$ cat src/hdl/wgust_pkg.sv
// ----------------------------------------------------------------------------
// wgust_pkg
// Shared widths, limits and types for the wind and gust unit.
// ----------------------------------------------------------------------------
package wgust_pkg;

  localparam int READ_W   = 16;  // pulse counter reading
  localparam int FACTOR_W = 4;   // speed factor register
  localparam int WIND_W   = 12;  // wind speed result
  localparam int GUST_W   = 16;  // gust speed result
  localparam int IDX_W    = 6;   // tick index within a window
  localparam int HEAD_W   = 2;   // gust ring head
  // factor * count plus half a divisor stays below 2^20
  localparam int NUM_W    = 20;

  typedef logic [READ_W-1:0]   reading_t;
  typedef logic [FACTOR_W-1:0] factor_t;
  typedef logic [WIND_W-1:0]   wind_t;
  typedef logic [GUST_W-1:0]   gust_t;
  typedef logic [IDX_W-1:0]    idx_t;
  typedef logic [HEAD_W-1:0]   head_t;
  typedef logic [NUM_W-1:0]    num_t;

  localparam factor_t FACTOR_RESET = factor_t'(4);
  localparam num_t    WIND_MAX     = num_t'(4095);
  localparam num_t    GUST_MAX     = num_t'(65535);

  // stage advance strobes for the two-stage constant divider
  typedef struct packed {
    logic adv_a;
    logic adv_b;
  } cdiv_en_t;

endpackage

$ cat src/hdl/wgust_in_if.sv
// ----------------------------------------------------------------------------
// wgust_in_if
// Sample tick channel: one counter reading per word.
// ----------------------------------------------------------------------------
interface wgust_in_if;

  logic                valid;
  logic                ready;
  wgust_pkg::reading_t counter_reading;

  modport source (output valid, output counter_reading, input ready);
  modport sink   (input valid, input counter_reading, output ready);

endinterface

$ cat src/hdl/wgust_out_if.sv
// ----------------------------------------------------------------------------
// wgust_out_if
// Result channel: held speeds, window flag and tick delta per word.
// ----------------------------------------------------------------------------
interface wgust_out_if;

  logic                valid;
  logic                ready;
  wgust_pkg::wind_t    wind_speed;
  wgust_pkg::gust_t    gust_speed;
  logic                window_done;
  wgust_pkg::reading_t tick_delta;

  modport source (output valid, output wind_speed, output gust_speed,
                  output window_done, output tick_delta, input ready);
  modport sink   (input valid, input wind_speed, input gust_speed,
                  input window_done, input tick_delta, output ready);

endinterface

$ cat src/hdl/wgust_cdiv.sv
// ----------------------------------------------------------------------------
// wgust_cdiv
// Two-stage divide by a constant: reciprocal multiply, then one
// remainder correction step.
// ----------------------------------------------------------------------------
module wgust_cdiv #(
  parameter int unsigned DEN = 4
) (
  input  logic                clk,
  input  wgust_pkg::cdiv_en_t en,
  input  wgust_pkg::num_t     num_i,
  output wgust_pkg::num_t     quot_o
);
  import wgust_pkg::*;

  localparam int PROD_W = 2 * NUM_W + 1;
  // floor(2^NUM_W / DEN); estimate is exact or one low
  localparam logic [NUM_W:0] RECIP = (NUM_W+1)'((64'd1 << NUM_W) / DEN);

  logic [PROD_W-1:0] prod;
  num_t              q0_r;
  num_t              num_a_r;
  num_t              rem;
  num_t              quot_r;

  // stage A: quotient estimate
  assign prod = PROD_W'(num_i) * PROD_W'(RECIP);

  always_ff @(posedge clk) begin
    if (en.adv_a) begin
      q0_r    <= prod[NUM_W +: NUM_W];
      num_a_r <= num_i;
    end
  end

  // stage B: remainder check and correction
  assign rem = num_a_r - num_t'(q0_r * DEN);

  always_ff @(posedge clk) begin
    if (en.adv_b) begin
      quot_r <= (rem >= num_t'(DEN)) ? q0_r + num_t'(1) : q0_r;
    end
  end

  assign quot_o = quot_r;

endmodule

$ cat src/hdl/wind_gust_from_pulse_counts_unit.sv
// ----------------------------------------------------------------------------
// wind_gust_from_pulse_counts_unit
// Windowed wind speed and ring-maximum gust from a wrapping pulse counter.
//
//   channel  | dir | handshake           | payload
//   ---------+-----+---------------------+-------------------------------------
//   in_ch    | in  | valid / ready       | counter_reading
//   out_ch   | out | valid / ready       | wind_speed, gust_speed,
//            |     |                     | window_done, tick_delta
//   cfg_     | in  | cfg_we (no ready)   | cfg_wdata = speed_factor
//
// One word per cycle sustained while out_ch is ready; a result word passes,
// once its input is accepted, through five registers: input register, window
// tracking, two divider stages, result register.
// Every stage has its own valid bit and loads when empty or when the stage
// after it moves, so bubbles close up; a held result blocks input only once
// every stage is full.
// Reset (synchronous, rst_n low) empties the pipe, clears the window state
// and the gust ring, and loads speed_factor with 4.
// ----------------------------------------------------------------------------
module wind_gust_from_pulse_counts_unit #(
  parameter int SAMPLES_PER_WINDOW = 60,
  parameter int SAMPLE_SECONDS     = 4,
  parameter int GUST_DEPTH         = 3
) (
  input  logic                 clk,
  input  logic                 rst_n,
  wgust_in_if.sink             in_ch,
  wgust_out_if.source          out_ch,
  input  logic                 cfg_we,
  input  wgust_pkg::factor_t   cfg_wdata
);
  import wgust_pkg::*;

  localparam int TOTAL_SECS = SAMPLE_SECONDS * SAMPLES_PER_WINDOW;

  // config
  factor_t factor_r;

  // pipeline valids and loads
  logic v1_r, v2_r, v3_r, v4_r, out_valid_r;
  logic load1, load2, load3, load4, load_o;

  // stage 1 payload
  reading_t read1_r;

  // window state
  logic     origin_valid_r;
  reading_t origin_r;
  reading_t win_count_r;
  reading_t largest_r;
  idx_t     tick_idx_r;

  // stage 2 logic and payload
  reading_t count, delta, largest_n, delta2_nxt;
  idx_t     idx_n;
  logic     done2_nxt;
  num_t     num_w, num_g;
  reading_t delta2_r, delta3_r, delta4_r;
  logic     done2_r, done3_r, done4_r;
  num_t     num_w2_r, num_g2_r;

  // divider outputs
  cdiv_en_t div_en;
  num_t     wind_q, gust_q;

  // result stage
  wind_t    held_wind_r;
  gust_t    held_gust_r;
  logic     out_done_r;
  reading_t out_delta_r;
  gust_t    ring_r   [GUST_DEPTH];
  gust_t    ring_nxt [GUST_DEPTH];
  head_t    head_r, head_nxt;
  wind_t    wind_sat;
  gust_t    gust_sat, ring_max;

  // configuration register
  always_ff @(posedge clk) begin
    if (!rst_n) begin
      factor_r <= FACTOR_RESET;
    end else if (cfg_we) begin
      factor_r <= cfg_wdata;
    end
  end

  // backpressure chain: a stage loads when empty or when draining
  assign load_o = !out_valid_r || out_ch.ready;
  assign load4  = !v4_r || load_o;
  assign load3  = !v3_r || load4;
  assign load2  = !v2_r || load3;
  assign load1  = !v1_r || load2;
  assign in_ch.ready = load1;

  always_ff @(posedge clk) begin
    if (!rst_n) begin
      v1_r        <= 1'b0;
      v2_r        <= 1'b0;
      v3_r        <= 1'b0;
      v4_r        <= 1'b0;
      out_valid_r <= 1'b0;
    end else begin
      if (load1)  v1_r        <= in_ch.valid;
      if (load2)  v2_r        <= v1_r;
      if (load3)  v3_r        <= v2_r;
      if (load4)  v4_r        <= v3_r;
      if (load_o) out_valid_r <= v4_r;
    end
  end

  // stage 1: input register
  always_ff @(posedge clk) begin
    if (load1) read1_r <= in_ch.counter_reading;
  end

  // stage 2: counts since origin and previous tick, window end test
  always_comb begin
    count     = read1_r - origin_r;
    delta     = count - win_count_r;
    largest_n = (delta > largest_r) ? delta : largest_r;
    idx_n     = tick_idx_r + idx_t'(1);
    done2_nxt = origin_valid_r && (idx_n >= idx_t'(SAMPLES_PER_WINDOW));
    delta2_nxt = origin_valid_r ? delta : '0;
    num_w     = num_t'(factor_r) * num_t'(count) + num_t'(TOTAL_SECS / 2);
    num_g     = num_t'(factor_r) * num_t'(largest_n) + num_t'(SAMPLE_SECONDS / 2);
  end

  always_ff @(posedge clk) begin
    if (!rst_n) begin
      origin_valid_r <= 1'b0;
      origin_r       <= '0;
      win_count_r    <= '0;
      largest_r      <= '0;
      tick_idx_r     <= '0;
    end else if (load2 && v1_r) begin
      origin_valid_r <= 1'b1;
      if (!origin_valid_r || done2_nxt) begin
        origin_r    <= read1_r;
        win_count_r <= '0;
        largest_r   <= '0;
        tick_idx_r  <= '0;
      end else begin
        win_count_r <= count;
        largest_r   <= largest_n;
        tick_idx_r  <= idx_n;
      end
    end
  end

  always_ff @(posedge clk) begin
    if (load2) begin
      delta2_r <= delta2_nxt;
      done2_r  <= done2_nxt;
      num_w2_r <= num_w;
      num_g2_r <= num_g;
    end
  end

  // stages 3 and 4: rounded divides, sideband rides alongside
  assign div_en.adv_a = load3;
  assign div_en.adv_b = load4;

  wgust_cdiv #(.DEN(TOTAL_SECS)) u_div_wind (
    .clk    (clk),
    .en     (div_en),
    .num_i  (num_w2_r),
    .quot_o (wind_q)
  );

  wgust_cdiv #(.DEN(SAMPLE_SECONDS)) u_div_gust (
    .clk    (clk),
    .en     (div_en),
    .num_i  (num_g2_r),
    .quot_o (gust_q)
  );

  always_ff @(posedge clk) begin
    if (load3) begin
      delta3_r <= delta2_r;
      done3_r  <= done2_r;
    end
    if (load4) begin
      delta4_r <= delta3_r;
      done4_r  <= done3_r;
    end
  end

  // result stage: saturate, push gust into ring, take ring max
  always_comb begin
    wind_sat = (wind_q > WIND_MAX) ? wind_t'(WIND_MAX) : wind_q[WIND_W-1:0];
    gust_sat = (gust_q > GUST_MAX) ? gust_t'(GUST_MAX) : gust_q[GUST_W-1:0];
    head_nxt = (head_r == head_t'(GUST_DEPTH - 1)) ? '0 : head_r + head_t'(1);
    ring_max = '0;
    for (int i = 0; i < GUST_DEPTH; i++) begin
      ring_nxt[i] = (head_r == head_t'(i)) ? gust_sat : ring_r[i];
      if (ring_nxt[i] > ring_max) ring_max = ring_nxt[i];
    end
  end

  always_ff @(posedge clk) begin
    if (!rst_n) begin
      held_wind_r <= '0;
      held_gust_r <= '0;
      head_r      <= '0;
      for (int i = 0; i < GUST_DEPTH; i++) ring_r[i] <= '0;
    end else if (load_o && v4_r && done4_r) begin
      held_wind_r <= wind_sat;
      held_gust_r <= ring_max;
      head_r      <= head_nxt;
      for (int i = 0; i < GUST_DEPTH; i++) ring_r[i] <= ring_nxt[i];
    end
  end

  always_ff @(posedge clk) begin
    if (load_o) begin
      out_done_r  <= done4_r;
      out_delta_r <= delta4_r;
    end
  end

  assign out_ch.valid       = out_valid_r;
  assign out_ch.wind_speed  = held_wind_r;
  assign out_ch.gust_speed  = held_gust_r;
  assign out_ch.window_done = out_done_r;
  assign out_ch.tick_delta  = out_delta_r;

`ifndef SYNTHESIS
  // tick index never reaches the window length
  a_idx_range: assert property (@(posedge clk) disable iff (!rst_n)
    tick_idx_r < idx_t'(SAMPLES_PER_WINDOW))
    else $error("tick index out of window range");

  // before the origin tick the window state is clear
  a_origin_clear: assert property (@(posedge clk) disable iff (!rst_n)
    !origin_valid_r |-> (win_count_r == '0 && largest_r == '0 && tick_idx_r == '0))
    else $error("window state set without origin");

  // ring head stays inside the ring
  a_head_range: assert property (@(posedge clk) disable iff (!rst_n)
    head_r < head_t'(GUST_DEPTH))
    else $error("gust ring head out of range");

  // held gust covers every ring entry
  for (genvar g = 0; g < GUST_DEPTH; g++) begin : g_ring_chk
    a_gust_max: assert property (@(posedge clk) disable iff (!rst_n)
      held_gust_r >= ring_r[g])
      else $error("held gust below a ring entry");
  end
`endif

endmodule

$ cat src/flat_wrapper.sv
// flat-port wrapper written by rule: the top's interface ports become plain ports
module wind_gust_from_pulse_counts_unit_flat import wgust_pkg::*;
#(
  parameter int SAMPLES_PER_WINDOW = 60,
  parameter int SAMPLE_SECONDS     = 4,
  parameter int GUST_DEPTH         = 3
)
  (clk, rst_n, cfg_we, cfg_wdata, in_ch_valid, in_ch_counter_reading, in_ch_ready, out_ch_valid, out_ch_wind_speed, out_ch_gust_speed, out_ch_window_done, out_ch_tick_delta, out_ch_ready);
  wgust_in_if in_ch_i ();
  wgust_out_if out_ch_i ();
  input  logic clk;
  input  logic rst_n;
  input  logic cfg_we;
  input  wgust_pkg::factor_t cfg_wdata;
  input wire logic [$bits(in_ch_i.valid)-1:0] in_ch_valid;
  input wire logic [$bits(in_ch_i.counter_reading)-1:0] in_ch_counter_reading;
  output wire logic [$bits(in_ch_i.ready)-1:0] in_ch_ready;
  output wire logic [$bits(out_ch_i.valid)-1:0] out_ch_valid;
  output wire logic [$bits(out_ch_i.wind_speed)-1:0] out_ch_wind_speed;
  output wire logic [$bits(out_ch_i.gust_speed)-1:0] out_ch_gust_speed;
  output wire logic [$bits(out_ch_i.window_done)-1:0] out_ch_window_done;
  output wire logic [$bits(out_ch_i.tick_delta)-1:0] out_ch_tick_delta;
  input wire logic [$bits(out_ch_i.ready)-1:0] out_ch_ready;
  assign in_ch_i.valid = in_ch_valid;
  assign in_ch_i.counter_reading = in_ch_counter_reading;
  assign in_ch_ready = in_ch_i.ready;
  assign out_ch_valid = out_ch_i.valid;
  assign out_ch_wind_speed = out_ch_i.wind_speed;
  assign out_ch_gust_speed = out_ch_i.gust_speed;
  assign out_ch_window_done = out_ch_i.window_done;
  assign out_ch_tick_delta = out_ch_i.tick_delta;
  assign out_ch_i.ready = out_ch_ready;
  wind_gust_from_pulse_counts_unit #(.SAMPLES_PER_WINDOW(SAMPLES_PER_WINDOW), .SAMPLE_SECONDS(SAMPLE_SECONDS), .GUST_DEPTH(GUST_DEPTH)) u_core (.clk(clk), .rst_n(rst_n), .in_ch(in_ch_i), .out_ch(out_ch_i), .cfg_we(cfg_we), .cfg_wdata(cfg_wdata));
endmodule
$ cat config.mk
export PLATFORM = sky130hd
export DESIGN_NAME = wind_gust_from_pulse_counts_unit_flat
export DESIGN_NICKNAME = d
export VERILOG_FILES = /design/src/hdl/wgust_pkg.sv /design/src/hdl/wgust_in_if.sv /design/src/hdl/wgust_out_if.sv /design/src/hdl/wgust_cdiv.sv /design/src/hdl/wind_gust_from_pulse_counts_unit.sv /design/src/flat_wrapper.sv
export SDC_FILE = /design/constraint.sdc
export NUM_CORES = 1
export LEC_CHECK = 0
export BUFFER_PORTS_ARGS = -buffer_cell sky130_fd_sc_hd__buf_2
export CORE_MARGIN = 5
export CORE_UTILIZATION = 64
export CTS_CLUSTER_SIZE = 25
export DETAILED_ROUTE_END_ITERATION = 6
export PLACE_DENSITY_LB_ADDON = 0.3
export SLEW_MARGIN = 25
export SYNTH_ARGS = -nofsm -noshare
export SYNTH_HDL_FRONTEND = slang
export SYNTH_HIERARCHICAL = 1
export SYNTH_SLANG_ARGS = --single-unit
$ cat constraint.sdc
create_clock -name clk -period 27.4 [get_ports clk]
set_clock_uncertainty 0.05 [all_clocks]
set_input_delay 8.22 -clock clk [delete_from_list [all_inputs] [get_ports clk]]
set_output_delay 8.22 -clock clk [all_outputs]
set_load 0.02 [all_outputs]
Word-level counts from Yosys, hierarchy flattened
Memories as Yosys holds them, arrays and structs flattened. Index checks and enable logic that the tools add are counted.

Eq/ne operators: 2. Reduce and logical (&&, ||, !) cells: 18. Multiplexer cells: 22. Multiply operators: 4. Bitwise logic cells: 3. Add/subtract/negate cells: 10. Magnitude comparators: 9.

Operator list (number): $mux W16 (13); $gt A16 B16 Y1 (3); $mul A4 B16 Y20 (2); $sub A20 B20 Y20 (2); $mul A20 B13 Y33 const B (1); $sub A16 B16 Y16 (2); $add A20 B2 Y20 const B (1); $add A20 B7 Y20 const B (1); $ge A20 B3 Y1 const B (1); $ge A20 B8 Y1 const B (1); $add A18 B1 Y19 const B (1); $gt A19 B16 Y1 const B (1); $mux W18 (1); $gt A16 B1 Y1 const B (1); $mul A13 B4 Y16 const B (1); $add A13 B1 Y14 const B (1); $gt A14 B12 Y1 const B (1); $mux W13 (1); $mux W12 (1); $add A6 B1 Y6 const B (1); $ge A6 B6 Y1 const B (1); $logic_not A1 Y1 (6); $logic_or A1 B1 Y1 (6); $mux W6 (1); 9 further kinds (17).

Output and inout bits: 47. Memory bits (writable): 48. Logic and storage cells: 102. Memories kept: 1. Bits in registers: 322.

Memories: u_core.ring_r (words 3, bits a word 16, rd ports 3, clocked after memory_dff 0, write ports 3, line wind_gust_from_pulse_counts_unit.sv:72) `gust_t ring_r [GUST_DEPTH];`.

Depth between registers and ports, before layout
Word-level depth: 9. Depth in mapped cells: 44. Depth with buffers taken out: 43.

Modules after synthesis
The synthesis kept the hierarchy.

Modules (own cells, without submodules): wind_gust_from_pulse_counts_unit (cells each 1763, area each 16653.5 um^2, instances 1, seq. area each 7046.8 um^2); wgust_cdiv (u_core.u_div_wind) (cells each 591, area each 5962.0 um^2, instances 1, seq. area each 1291.2 um^2); wgust_cdiv (u_core.u_div_gust) (cells each 39, area each 1099.8 um^2, instances 1, seq. area each 1081.0 um^2).

Worst setup path after synthesis
No wires, ideal clock.

Path kind: input -> output. From: input out_ch_ready. To: output in_ch_ready. Cell stages on the path: 4. Data required time: 19.130 ns. Arrival time: 9.283 ns. Path buffers: 0. Slack: 9.847 ns. Cells stage by stage: nor2b_1 > and3_1 > and2_1 > nand2_1.

Word-level cells in the longest chain between the ends: 5.

Ends and longest elaborated chain: from (decl) (line flat_wrapper.sv:23) `input wire logic [$bits(out_ch_i.ready)-1:0] out_ch_ready;`; $logic_or A1 B1 Y1 (line wind_gust_from_pulse_counts_unit.sv:88) `assign load_o = !out_valid_r || out_ch.ready;`; $logic_or A1 B1 Y1 (line wind_gust_from_pulse_counts_unit.sv:89) `assign load4 = !v4_r || load_o;`; $logic_or A1 B1 Y1 (line wind_gust_from_pulse_counts_unit.sv:90) `assign load3 = !v3_r || load4;`; $logic_or A1 B1 Y1 (line wind_gust_from_pulse_counts_unit.sv:91) `assign load2 = !v2_r || load3;`; $logic_or A1 B1 Y1 (line wind_gust_from_pulse_counts_unit.sv:92) `assign load1 = !v1_r || load2;`; to (decl) (line flat_wrapper.sv:17) `output wire logic [$bits(in_ch_i.ready)-1:0] in_ch_ready;`.

Every way passes these cells.

Worst setup path in the final report
Ends and elaborated chain as after synthesis.

==> run summary <==
DIE HEIGHT - 202 µm
Post-Syn Area - 23600 µm²
Syn Area/Cell - 9.90 µm²
Critical Path Source Type - input port
Relative slew slack - 35.3%
Chip width - 202 µm
Drt pass-1 iters - 7
Final net count - 2832
Vias in the first global route - 17.2k
Hold_buf cts - 0
Drt first-iter violations - 1282
Final setup vio count - 0
Slowest stage delay, CP - 0.45 ns
Post-CTS setup buffer count - 0
Total grt overflow - 0
Final Hold Fails - 0
CP Launch Point - out_ch_ready
Global placement routability congestion - 0.900
GRT Util Overall - 24.0%
Status - finished, final reports clean
Least-Margin Pin Slew - 0.970 ns
Max Cap Violations - 0
Starting density of the core - 64.7%
Die ar. - 40900 µm²
Layout cells sized above 1 - 7.62%
Cell Rows - 70
Commonest non-fill, non-tap cell in the layout - inv_1
Final period util - 67.0%
Synth warn - 6
Fin Setup TNS - 0 ns
Commonest non-fill, non-tap cells in the layout - inv_1, ha_1, edfxtp_1, nand2_1, nor2_1
Antenna viol nets, final - 0
Synth-to-layout area growth - 8.46%
Unrepaired setup endpoints after global routing - no
Initial antenna violation count - 0
Hold Crit Class - register to register
CP max FO - 17
CTS Buf Count - 38
N_diodes - 0
Fmax - 0.0545 GHz
Post-detail-place hpwl - 36000 µm
Worst-path clk slew - 0.06 ns
CTS sink cnt - 343
R2R Setup Slk - 16.66 ns
WP buf/inv - 2
WL final - 49100 µm
CP most frequent cell - buf_2
DR DRC count - 0
RR Startpoint - u_core/read1_r[0]$_DFFE_PP_
Slowest stage cell, crit path - nand2_1
First-pass GRT wire length - 82200 µm
Fillers - 2661
CP delay by family, top - simple AND/OR/NAND/NOR gates
Clk_lat worst skew - 0.56 ns
Largest net degree at the start of global routing - 65
Worst Reg-to-Reg Cells - 39
Crit path cell chain - buf_2 > nor2b_1 > and3_1 > and2_1 > nand2_1 > buf_2
Longest Clk Path Bufs - 3
Hold depth - 0
Crit path time final - 18.35 ns
CTS tree - done
Top-Level Pins - 72
Required @ worst endpoint - 19.13 ns
WP data arrival - 10.08 ns
Crit path capture - in_ch_ready
H-tree levels - 2
Mapped Cells - 2389
Critical path depth - 6
Resize count post-CTS - 0
PortBufs - 71
Per-cell routed wire length - 16.7 µm
Vias/cell - 5.85
CTS Root Cell - clkbuf_16
FF-to-FF End - u_core/num_g2_r[14]$_DFFE_PN_
Crit. End Element - primary output
Setup Crit Path Kind - input port to primary output
Core footprint - 36500 µm²
Routed vias - 17.2k
Pins over their slew limit - 0
how the worst min path moves through the flow:
| stage | from | endpoint | slack (ns) |
|---|---|---|---|
| 2_1_floorplan | u_core/delta2_r[0]$_SDFFCE_PN0N_ | u_core/delta3_r[0]$_DFFE_PP_ | 0.35 |
| 3_3_place_gp | u_core/u_div_gust/num_a_r[14]$_DFFE_PP_ | u_core/u_div_gust/quot_o[12]$_DFFE_PP_ | 0.35 |
| 3_5_place_dp | u_core/num_g2_r[11]$_DFFE_PN_ | u_core/u_div_gust/num_a_r[11]$_DFFE_PP_ | 0.35 |
| 4_1_cts | u_core/u_div_gust/num_a_r[4]$_DFFE_PP_ | u_core/u_div_gust/quot_o[2]$_DFFE_PP_ | 0.36 |
| 5_1_grt | u_core/u_div_gust/num_a_r[4]$_DFFE_PP_ | u_core/u_div_gust/quot_o[2]$_DFFE_PP_ | 0.37 |
| 6_report | u_core/u_div_gust/num_a_r[4]$_DFFE_PP_ | u_core/u_div_gust/quot_o[2]$_DFFE_PP_ | 0.36 |
per-stage QoR:
stage          util, %  setup slack (ns)  cell area, µm²  hold slack, ns  std cells
2_1_floorplan        -              9.85           23700           0.350       2395
3_3_place_gp      66.7              9.11           24400           0.350       2864
3_5_place_dp      66.8              8.99           24400           0.355       2864
4_1_cts           70.1              8.99           25600           0.358       2933
5_1_grt           70.2              8.91           25600           0.369       2934
6_report          70.2              9.05           25600           0.361       2934
metal layers:
layer	track usage, %	wire [µm]	vias up
li1	-	-	8338
met1	30.5	20900	8275
met2	42.9	24600	452
met3	3.26	2440	90
met4	7.08	1200	0
met5	0	0	-
state kept, by name, summed over array words and instances, names as in the netlist, 2 cells and up:
register	count
u_core/u_div_gust/num_a_r	18
u_core/out_ch.tick_delta	16
u_core/out_ch.wind_speed	12
u_core/delta4_r	16
u_core/delta3_r	16
u_core/largest_r	16
u_core/u_div_gust/quot_o	18
u_core/u_div_wind/q0_r	13
u_core/num_w2_r	20
u_core/read1_r	16
u_core/num_g2_r	18
u_core/head_r	2
u_core/ring_r	48
u_core/origin_r	16
u_core/tick_idx_r	6
u_core/u_div_wind/num_a_r	16
u_core/delta2_r	16
u_core/win_count_r	16
u_core/out_ch.gust_speed	16
u_core/factor_r	4
u_core/u_div_wind/quot_o	14
cell type report:
cell class                      instances  area [µm²]  area share, %
Timing Repair Buffer                   88         480           1.87
Clock inverter                         24         240          0.937
Multi-Input combinational cell       1685       12900           50.4
Tap cell                              468         586           2.28
Inverter                              281        1050           4.11
Clock buffer                           45         997           3.89
Sequential cell                       343        9360           36.5
Power is left out: the tool's default activity adds up to more than one toggle a clock period on the data nets, which glitch-free logic cannot reach.
